$ cat src/hsvc_pkg.sv
// constants, types and packing widths for the hsv to rgb converter
// no dependencies; used by every module of the block
package hsvc_pkg;

    localparam int FRAC_BITS     = 8;
    localparam int HUE_FRAC_BITS = 4;
    localparam int HUE_W         = 16;
    localparam int CH_W          = 9;
    localparam int ONE           = 1 << FRAC_BITS;
    localparam int SECTORS       = 6;

    // one 60 degree sector in hue units
    localparam int SECTOR_W  = 60 << HUE_FRAC_BITS;
    localparam int SW_W      = $clog2(SECTOR_W);
    localparam int K_MAX     = ((1 << HUE_W) - 1) / SECTOR_W;
    localparam int K_W       = $clog2(K_MAX + 1);
    localparam int NUM_W     = SW_W + FRAC_BITS;

    // reciprocal of the sector width, estimate is low by at most one
    localparam int DIV_SHIFT = (HUE_W > NUM_W) ? HUE_W : NUM_W;
    localparam int DIV_RECIP = (1 << DIV_SHIFT) / SECTOR_W;
    localparam int RECIP_W   = $clog2(DIV_RECIP + 1);

    // reciprocal of the sector count for the mod 6 step
    localparam int SEC_RECIP = (1 << K_W) / SECTORS;
    localparam int SEC_RW    = $clog2(SEC_RECIP + 1);
    localparam int SEC_W     = 3;

    localparam int S_TDATA_W = ((HUE_W + 2 * CH_W + 7) / 8) * 8;
    localparam int M_TDATA_W = ((3 * CH_W + 7) / 8) * 8;

    typedef enum logic [SEC_W-1:0] {
        SEC_RED     = 3'd0,
        SEC_YELLOW  = 3'd1,
        SEC_GREEN   = 3'd2,
        SEC_CYAN    = 3'd3,
        SEC_BLUE    = 3'd4,
        SEC_MAGENTA = 3'd5
    } hsvc_sector_t;

    typedef struct packed {
        hsvc_sector_t          sector;
        logic [FRAC_BITS-1:0]  frac;
        logic [CH_W-1:0]       sat;
        logic [CH_W-1:0]       val;
    } hsvc_split_t;

    typedef struct packed {
        logic [CH_W-1:0] blue;
        logic [CH_W-1:0] green;
        logic [CH_W-1:0] red;
    } hsvc_rgb_t;

endpackage

$ cat src/hsvc_div.sv
// hue split stages: clamp, sector index and fraction by reciprocal multiply
// depends on hsvc_pkg
module hsvc_div (
    input  logic                          aclk,
    input  logic                          aresetn,
    input  logic                          in_valid,
    output logic                          in_ready,
    input  logic [hsvc_pkg::HUE_W-1:0]    in_hue,
    input  logic [hsvc_pkg::CH_W-1:0]     in_sat,
    input  logic [hsvc_pkg::CH_W-1:0]     in_val,
    output logic                          out_valid,
    input  logic                          out_ready,
    output hsvc_pkg::hsvc_split_t         out_data
);
    import hsvc_pkg::*;

    localparam int KP_W = HUE_W + RECIP_W;
    localparam int FP_W = NUM_W + RECIP_W;
    localparam int SP_W = K_W + SEC_RW;

    // stage 1
    logic                vld1_reg;
    logic [HUE_W-1:0]    hue1_reg;
    logic [CH_W-1:0]     sat1_reg, val1_reg;
    logic [KP_W-1:0]     kprod1_reg;
    // stage 2
    logic                vld2_reg;
    logic [K_W-1:0]      k2_reg;
    logic [SW_W-1:0]     rem2_reg;
    logic [CH_W-1:0]     sat2_reg, val2_reg;
    // stage 3
    logic                vld3_reg;
    logic [K_W-1:0]      k3_reg;
    logic [NUM_W-1:0]    num3_reg;
    logic [FP_W-1:0]     fprod3_reg;
    logic [SP_W-1:0]     sprod3_reg;
    logic [CH_W-1:0]     sat3_reg, val3_reg;
    // stage 4
    logic                vld4_reg;
    hsvc_split_t         out4_reg;

    logic rdy1, rdy2, rdy3, rdy4;

    logic [CH_W-1:0]     sat_cl, val_cl;
    logic [KP_W-1:0]     kprod;
    logic [K_W-1:0]      k_est, k_next;
    logic [HUE_W-1:0]    rem_est;
    logic [SW_W-1:0]     rem_next;
    logic [NUM_W-1:0]    num;
    logic [FP_W-1:0]     fprod;
    logic [SP_W-1:0]     sprod;
    logic [FRAC_BITS-1:0] f_est, f_next;
    logic [NUM_W-1:0]    f_rem;
    logic [K_W-1:0]      k6, sec_est;
    logic [SEC_W-1:0]    sec_next;

    assign rdy4     = !vld4_reg || out_ready;
    assign rdy3     = !vld3_reg || rdy4;
    assign rdy2     = !vld2_reg || rdy3;
    assign rdy1     = !vld1_reg || rdy2;
    assign in_ready = rdy1;

    always_comb begin
        sat_cl = (in_sat > CH_W'(ONE)) ? CH_W'(ONE) : in_sat;
        val_cl = (in_val > CH_W'(ONE)) ? CH_W'(ONE) : in_val;
        kprod  = KP_W'(in_hue) * KP_W'(DIV_RECIP);

        // quotient estimate is never high and at most one low
        k_est   = K_W'(kprod1_reg >> DIV_SHIFT);
        rem_est = hue1_reg - HUE_W'(k_est) * HUE_W'(SECTOR_W);
        if (rem_est >= HUE_W'(SECTOR_W)) begin
            k_next   = k_est + K_W'(1);
            rem_next = SW_W'(rem_est - HUE_W'(SECTOR_W));
        end else begin
            k_next   = k_est;
            rem_next = SW_W'(rem_est);
        end

        num   = {rem2_reg, FRAC_BITS'(0)};
        fprod = FP_W'(num) * FP_W'(DIV_RECIP);
        sprod = SP_W'(k2_reg) * SP_W'(SEC_RECIP);

        f_est = FRAC_BITS'(fprod3_reg >> DIV_SHIFT);
        f_rem = num3_reg - NUM_W'(f_est) * NUM_W'(SECTOR_W);
        f_next = (f_rem >= NUM_W'(SECTOR_W)) ? f_est + FRAC_BITS'(1) : f_est;

        // sector is the whole-turn sector count mod 6
        k6      = K_W'(sprod3_reg >> K_W);
        sec_est = k3_reg - K_W'(k6 * K_W'(SECTORS));
        if (sec_est >= K_W'(SECTORS)) begin
            sec_next = SEC_W'(sec_est - K_W'(SECTORS));
        end else begin
            sec_next = SEC_W'(sec_est);
        end
    end

    always_ff @(posedge aclk) begin
        if (!aresetn) begin
            vld1_reg <= 1'b0;
            vld2_reg <= 1'b0;
            vld3_reg <= 1'b0;
            vld4_reg <= 1'b0;
        end else begin
            if (rdy1) vld1_reg <= in_valid;
            if (rdy2) vld2_reg <= vld1_reg;
            if (rdy3) vld3_reg <= vld2_reg;
            if (rdy4) vld4_reg <= vld3_reg;
        end
    end

    always_ff @(posedge aclk) begin
        if (rdy1 && in_valid) begin
            hue1_reg   <= in_hue;
            sat1_reg   <= sat_cl;
            val1_reg   <= val_cl;
            kprod1_reg <= kprod;
        end
        if (rdy2 && vld1_reg) begin
            k2_reg   <= k_next;
            rem2_reg <= rem_next;
            sat2_reg <= sat1_reg;
            val2_reg <= val1_reg;
        end
        if (rdy3 && vld2_reg) begin
            k3_reg     <= k2_reg;
            num3_reg   <= num;
            fprod3_reg <= fprod;
            sprod3_reg <= sprod;
            sat3_reg   <= sat2_reg;
            val3_reg   <= val2_reg;
        end
        if (rdy4 && vld3_reg) begin
            out4_reg.sector <= hsvc_sector_t'(sec_next);
            out4_reg.frac   <= f_next;
            out4_reg.sat    <= sat3_reg;
            out4_reg.val    <= val3_reg;
        end
    end

    assign out_valid = vld4_reg;
    assign out_data  = out4_reg;

endmodule

$ cat src/hsvc_mix.sv
// p, q, t products and channel selection by sector
// depends on hsvc_pkg
module hsvc_mix (
    input  logic                   aclk,
    input  logic                   aresetn,
    input  logic                   in_valid,
    output logic                   in_ready,
    input  hsvc_pkg::hsvc_split_t  in_data,
    output logic                   out_valid,
    input  logic                   out_ready,
    output hsvc_pkg::hsvc_rgb_t    out_data
);
    import hsvc_pkg::*;

    localparam int PR_W = 2 * CH_W;

    // stage 5
    logic                vld5_reg;
    logic [CH_W-1:0]     one_s5_reg, one_sf5_reg, one_snf5_reg, val5_reg;
    hsvc_sector_t        sec5_reg;
    logic                grey5_reg;
    // stage 6
    logic                vld6_reg;
    hsvc_rgb_t           rgb6_reg;

    logic rdy5, rdy6;

    logic [CH_W-1:0] one_f, sf, snf;
    logic [CH_W-1:0] p, q, t;
    hsvc_rgb_t       rgb_next;

    assign rdy6     = !vld6_reg || out_ready;
    assign rdy5     = !vld5_reg || rdy6;
    assign in_ready = rdy5;

    always_comb begin
        one_f = CH_W'(ONE) - CH_W'(in_data.frac);
        sf    = CH_W'((PR_W'(in_data.sat) * PR_W'(in_data.frac)) >> FRAC_BITS);
        snf   = CH_W'((PR_W'(in_data.sat) * PR_W'(one_f)) >> FRAC_BITS);

        p = CH_W'((PR_W'(val5_reg) * PR_W'(one_s5_reg)) >> FRAC_BITS);
        q = CH_W'((PR_W'(val5_reg) * PR_W'(one_sf5_reg)) >> FRAC_BITS);
        t = CH_W'((PR_W'(val5_reg) * PR_W'(one_snf5_reg)) >> FRAC_BITS);

        rgb_next = '{blue: val5_reg, green: val5_reg, red: val5_reg};
        if (!grey5_reg) begin
            case (sec5_reg)
                SEC_RED:     rgb_next = '{blue: p,        green: t,        red: val5_reg};
                SEC_YELLOW:  rgb_next = '{blue: p,        green: val5_reg, red: q};
                SEC_GREEN:   rgb_next = '{blue: t,        green: val5_reg, red: p};
                SEC_CYAN:    rgb_next = '{blue: val5_reg, green: q,        red: p};
                SEC_BLUE:    rgb_next = '{blue: val5_reg, green: p,        red: t};
                default:     rgb_next = '{blue: q,        green: p,        red: val5_reg};
            endcase
        end
    end

    always_ff @(posedge aclk) begin
        if (!aresetn) begin
            vld5_reg <= 1'b0;
            vld6_reg <= 1'b0;
        end else begin
            if (rdy5) vld5_reg <= in_valid;
            if (rdy6) vld6_reg <= vld5_reg;
        end
    end

    always_ff @(posedge aclk) begin
        if (rdy5 && in_valid) begin
            one_s5_reg   <= CH_W'(ONE) - in_data.sat;
            one_sf5_reg  <= CH_W'(ONE) - sf;
            one_snf5_reg <= CH_W'(ONE) - snf;
            val5_reg     <= in_data.val;
            sec5_reg     <= in_data.sector;
            grey5_reg    <= (in_data.sat == '0);
        end
        if (rdy6 && vld5_reg) begin
            rgb6_reg <= rgb_next;
        end
    end

    assign out_valid = vld6_reg;
    assign out_data  = rgb6_reg;

endmodule

$ cat src/hsv_to_rgb_convert.sv
// top level of the hsv to rgb converter: stream ports and tdata packing
// depends on hsvc_pkg, hsvc_div, hsvc_mix
//
//  channel | dir | ports                      | tdata fields (low bit up)
//  --------+-----+----------------------------+---------------------------------------
//  s_      | in  | s_tvalid s_tready s_tdata  | hue[15:0] saturation[24:16] brightness[33:25]
//  m_      | out | m_tvalid m_tready m_tdata  | red[8:0] green[17:9] blue[26:18]
//
// one transaction per clock sustained while m_tready stays high; six register stages,
// and a result reaches the output register once it has passed through all of them
// stages: hue product, sector correction, fraction product, fraction and mod 6 correction,
// inner products, outer products and channel select
// every stage has its own valid bit and loads when it is empty or its successor moves,
// so bubbles are squeezed out and input keeps flowing while a result waits on m_tready
// until all six stages hold data
// synchronous active-low reset clears the valid bits only
module hsv_to_rgb_convert (
    input  logic                            aclk,
    input  logic                            aresetn,
    input  logic                            s_tvalid,
    output logic                            s_tready,
    // hue[15:0], saturation[24:16], brightness[33:25], zero pad to 40 bits
    input  logic [hsvc_pkg::S_TDATA_W-1:0]  s_tdata,
    output logic                            m_tvalid,
    input  logic                            m_tready,
    // red[8:0], green[17:9], blue[26:18], zero pad to 32 bits
    output logic [hsvc_pkg::M_TDATA_W-1:0]  m_tdata
);
    import hsvc_pkg::*;

    logic            split_valid, split_ready;
    hsvc_split_t     split_data;
    hsvc_rgb_t       rgb;

    hsvc_div u_div (
        .aclk      (aclk),
        .aresetn   (aresetn),
        .in_valid  (s_tvalid),
        .in_ready  (s_tready),
        .in_hue    (s_tdata[HUE_W-1:0]),
        .in_sat    (s_tdata[HUE_W+CH_W-1:HUE_W]),
        .in_val    (s_tdata[HUE_W+2*CH_W-1:HUE_W+CH_W]),
        .out_valid (split_valid),
        .out_ready (split_ready),
        .out_data  (split_data)
    );

    hsvc_mix u_mix (
        .aclk      (aclk),
        .aresetn   (aresetn),
        .in_valid  (split_valid),
        .in_ready  (split_ready),
        .in_data   (split_data),
        .out_valid (m_tvalid),
        .out_ready (m_tready),
        .out_data  (rgb)
    );

    assign m_tdata = M_TDATA_W'({rgb.blue, rgb.green, rgb.red});

endmodule

$ cat config.mk
export PLATFORM = sky130hd
export DESIGN_NAME = hsv_to_rgb_convert
export DESIGN_NICKNAME = d
export VERILOG_FILES = /design/src/hsvc_pkg.sv /design/src/hsvc_div.sv /design/src/hsvc_mix.sv /design/src/hsv_to_rgb_convert.sv
export SDC_FILE = /design/constraint.sdc
export NUM_CORES = 1
export LEC_CHECK = 0
export BUFFER_PORTS_ARGS = -buffer_cell sky130_fd_sc_hd__buf_2
export CAP_MARGIN = 20
export CORE_MARGIN = 2
export CORE_UTILIZATION = 45
export CTS_CLUSTER_DIAMETER = 120
export DETAILED_ROUTE_END_ITERATION = 10
export GPL_TIMING_DRIVEN = 0
export PLACE_DENSITY_LB_ADDON = 0.05
export SLEW_MARGIN = 20
export SYNTH_ARGS = -nofsm -noshare
export SYNTH_HDL_FRONTEND = slang
export SYNTH_SLANG_ARGS = --single-unit
$ cat constraint.sdc
create_clock -name aclk -period 6.2 [get_ports aclk]
set_clock_uncertainty 0.05 [all_clocks]
set_input_delay 0 -clock aclk [delete_from_list [all_inputs] [get_ports aclk]]
set_output_delay 0 -clock aclk [all_outputs]
set_load 0.01 [all_outputs]
Yosys cells after proc, flatten, opt, wreduce, memory -nomap -nowiden. Cells that the tools add are included.

Output and inout bits: 34. Register bits: 261. Logic and storage cells: 90.

Mux-type cells: 6. Equality and inequality tests: 4. $add $sub $neg: 11. Order comparisons: 5. Reduce and logical (&&, ||, !) cells: 20. Multiply operators: 11.

Operators by type and width (count): $pmux W27 S5 (1); $mul A9 B9 Y17 (4); $mux W27 (1); $sub A9 B9 Y9 const A (3); $mul A16 B9 Y25 const B (1); $ge A18 B10 Y1 const B (1); $gt A9 B9 Y1 const B (2); $mul A10 B9 Y18 const B (1); $sub A18 B18 Y18 (1); $mul A9 B8 Y17 (1); $ge A16 B10 Y1 const B (1); $sub A16 B16 Y16 (1); $mul A7 B5 Y12 const B (1); $mul A8 B4 Y12 const B (1); $mul A7 B4 Y10 const B (1); $mux W10 (1); $sub A10 B10 Y10 const B (1); $logic_not A9 Y1 (1); $sub A9 B8 Y9 const A (1); $add A8 B1 Y8 const B (1); $mux W8 (1); $add A7 B1 Y7 const B (1); $ge A7 B3 Y1 const B (1); $mux W7 (1); other kinds (11) (27).

Logic depth before layout (Yosys ltp).
Depth after elaboration: 8. Mapped depth: 27. Gate-level depth less buffers: 26.

Hierarchy. A second synthesis with hierarchy kept.

Cells, all modules: 2634. Area, all modules: 25964.9 um^2.

By module, submodules not included: hsvc_mix (times used 1, area each 15717.6 um^2, cells an instance 1808); hsvc_div (times used 1, area each 10206.0 um^2, cells an instance 820); hsv_to_rgb_convert (times used 1, area each 41.3 um^2, cells an instance 6).

Least setup slack after synthesis. No wires, ideal clock.

Path kind: reg2reg. Start point: register u_div.out4_reg, in the netlist u_div.out_data[18]. End point: register u_mix.one_snf5_reg[8], data pin. Period minus slack after synthesis: 6222 ps. Data required time: 5889 ps. Setup time: 261 ps. Path slack: -22 ps. Cell stages (with the launch flop): 25. Arrival time: 5911 ps. Path through: edfxtp_1 clkbuf_1 inv_1 ha_1 nand2_1 or3_1 nor3_1 nand2_1 fa_1 fa_1 inv_1 fa_1 inv_1 fa_1 inv_1 ha_1 a21o_1 a21o_1 a21o_1 a211oi_1 o21ai_2 a2111o_1 mux2i_1 a211oi_2 xnor2_1.

Longest elaborated chain between the ends: 3.

Ends and longest elaborated chain: start: declaration (line hsvc_div.sv:40) `hsvc_split_t out4_reg;`; $sub A9 B8 Y9 (line hsvc_mix.sv:37) `one_f = CH_W'(ONE) - CH_W'(in_data.frac);`; $mul A9 B9 Y17 (line hsvc_mix.sv:39) `snf = CH_W'((PR_W'(in_data.sat) * PR_W'(one_f)) >> FRAC_BITS);`; $sub A9 B9 Y9 (line hsvc_mix.sv:72) `one_snf5_reg <= CH_W'(ONE) - snf;`; end signal: assignment (line hsvc_mix.sv:72); end: declaration (line hsvc_mix.sv:19) `logic [CH_W-1:0] one_s5_reg, one_sf5_reg, one_snf5_reg, val5_reg;`.

No other way between the ends. A chain may end at the register's enable or synchronous reset.

Final worst setup path. Same ends and word-level chain as after synthesis.

==> impl_metrics.env <==
export IMPL_die_x_um=243
export IMPL_boundaryPins=78
export IMPL_synthArstFlopShare=0
export IMPL_status="finished clean"
export IMPL_dr_pass1_iters=5
export IMPL_fin_crit_sh=0.968
export IMPL_n_fill_cell=5275
export IMPL_num_vias=18300
export IMPL_finalSetupViolCount=0
export IMPL_nets=3418
export IMPL_initial_utilization=0.455
export IMPL_routed_via_density=5.17
export IMPL_maxCapViolCount=0
export IMPL_grt_max_degree=28
export IMPL_grtUsageTotal=0.214
export IMPL_ys_ff_latch=226
export IMPL_num_antenna_cells=0
export IMPL_routed_wl_mm=60.9
export IMPL_start_kind="flop"
export IMPL_clock_sinks=226
export IMPL_ant_nets=0
export IMPL_cts_root_buf="clkbuf_16"
export IMPL_leakagePower_nw=13.7
export IMPL_relSlewSlack=0.421
export IMPL_core_area_um2=56400
export IMPL_crit_required_ns=6.44
export IMPL_largest_register_ffs=29
export IMPL_seqPwrFrac=0.212
export IMPL_grt_first_pass_wirelength_mm=101
export IMPL_area_growth_pct=13.2
export IMPL_ys_flop_type="edfxtp_1"
export IMPL_synthesis_area_um2=25700
export IMPL_finalCriticalPeriod_ns=6.00
export IMPL_cp_end_kind="flop"
export IMPL_grt_overflow_total=0
export IMPL_crit_arrival_ns=6.24
export IMPL_wl_per_cell_um=17.2
export IMPL_grt_antenna_before_repair=1
export IMPL_syn_inst=2594
export IMPL_peakVddDrop_mv=0.324
export IMPL_cts_tree="done"
export IMPL_synth_common_cells="494 x inv_1, 338 x ha_1, 282 x nand2_1"
export IMPL_power_internal_mw=5.26
export IMPL_hold_viol_final=0
export IMPL_drive_above_1_share=0.0944
export IMPL_drt_initial_drc_count=936
export IMPL_dieArea_um2=59000
export IMPL_synth_top_cells_by_area="edfxtp_1 26%, fa_1 21%, ha_1 16%"
export IMPL_swShare=0.431
export IMPL_switching_power_mw=3.98
export IMPL_synth_cell_types=95
export IMPL_power_density_nw_per_um2=318
export IMPL_comb_power_share=0.623
export IMPL_place_congestion=0.885
export IMPL_yosysMostFrequentCell="inv_1"
export IMPL_grt_pass1_vias=19400
export IMPL_rsz0062_at_grt="true"
export IMPL_yosys_warnings=0
export IMPL_ys_seq_area_frac=0.262
export IMPL_worstMarginPinSlew_ns=0.863
export IMPL_max_freq_ghz=0.167
export IMPL_cts_buffers=26
export IMPL_hpwl_mm=47.7
export IMPL_syn_avg_cell_area_um2=9.90
export IMPL_synth_top_area_frac=0.257
export IMPL_fp_dieH_um=243
export IMPL_port_buffers=66
export IMPL_finalMaxSlewViolations=0
export IMPL_cts_max_level=1
export IMPL_clkTransAtPathRegs_ns=0.06
export IMPL_cts_path_max_buffers=3
export IMPL_worstSkewPairLatency_ns=0.55
export IMPL_clkPwrFrac=0.165
export IMPL_utilization=0.515
export IMPL_synth_edf_count=220
export IMPL_fp_row_count=87
export IMPL_worst_setup_path_type="flop to flop"
export IMPL_critPathMaxFanout=7
export IMPL_hold_slack_ns=0.151
export IMPL_yosysTopAreaCell="edfxtp_1"
export IMPL_drcViolationCount=0
export IMPL_hp_class="input pin to flop"
==> worst max-delay path, stage by stage, from the launching register on <==
cell	delay, ns
edfxtp_1	0.41
inv_2	0.11
ha_4	0.17
nand2_2	0.08
or3_4	0.40
nor3_4	0.22
buf_6	0.17
and2_1	0.16
fa_1	0.42
fa_1	0.51
fa_1	0.54
inv_1	0.05
fa_1	0.52
inv_1	0.04
ha_1	0.35
a21o_1	0.20
a21o_4	0.24
a21o_4	0.21
a211oi_2	0.21
o2111ai_2	0.21
mux2i_1	0.17
a211oi_2	0.18
xnor2_1	0.10
==> power by group through the flow <==
stage               sequential [mW]  combinational (mW)  clock [mW]
CTS                            1.96                5.75        1.57
floorplan                      1.95                4.42           0
global route                   1.97                6.51        1.64
global placement               2.00                5.44           0
detailed placement             1.99                5.59           0
finish                         1.96                5.76        1.52
==> final cells by class <==
type                       instances  area, um2  share of cell area
buffer                            86        452              0.0155
clock buffer                      34        702              0.0241
clock inverter                    12        140             0.00482
inverter                         495       1860              0.0639
multi-input combinational       1779      17000               0.586
sequential                       226       6730               0.231
tap                              756        946              0.0325
timing repair buffer             153       1210              0.0417
==> final timing paths <==
path / start / endpoint / slack, ns / cells after the start
worst max-delay path: u_div.out_data[18] / u_mix.one_snf5_reg[8] / 0.20 / 22
worst min-delay path: s_tdata[1] / u_div.kprod1_reg[1] / 0.15 / 2
worst max register to register: u_div.out_data[18] / u_mix.one_snf5_reg[8] / 0.20 / 22
worst min register to register: u_div.out_data[8] / u_mix.val5_reg[8] / 0.36 / 0
==> cells in the final DEF (no fill, tap or decap), types with 38 or more instances in the layout <==
master	n
nor2_1	92
clkbuf_1	44
xor2_1	38
xnor2_1	94
inv_1	492
nand2_1	281
fa_1	269
and2_1	165
buf_2	74
edfxtp_1	220
ha_1	334
o21ai_0	42
a21oi_1	68
dlygate4sd3_1	53
==> timing repair <==
item,4_1_cts,5_1_grt
hold buffers,53,0
setup buffers,13,16
resized for setup,52,73
endpoints found under the hold margin,50,0
pin swaps,9,14
setup endpoints to repair,33,22
==> through the flow <==
| stage | worst slack [ns] | power, mW | instances | setup TNS (ns) | area [um2] |
|---|---|---|---|---|---|
| 4_1_cts | 0.0136 | 9.28 | 3528 | 0 | 28800 |
| 2_1_floorplan | 0.0741 | 6.38 | 2598 | 0 | 25700 |
| 3_3_place_gp | -0.734 | 7.44 | 3420 | -9.06 | 27000 |
| 3_5_place_dp | -0.812 | 7.58 | 3426 | -9.54 | 27200 |
| 6_report | 0.199 | 9.25 | 3541 | 0 | 29100 |
| 5_1_grt | -0.0539 | 10.1 | 3541 | -0.135 | 29100 |
==> cell families after synthesis <==
group | synth area share
simple gates | 0.137
fa+ha+maj | 0.374
buf+inv | 0.0888
compound gates | 0.0848
flops | 0.262
xor+xnor | 0.0478
mux | 0.00541
other cells | 0.000146
==> metal layers <==
metal | GRT usage | share of wire
met3 | 0.0229 | 0.046
met4 | 0.0428 | 0.015
met2 | 0.376 | 0.49
met5 | 0 | 0
met1 | 0.286 | 0.45
(Power assumes the default switching activity.)
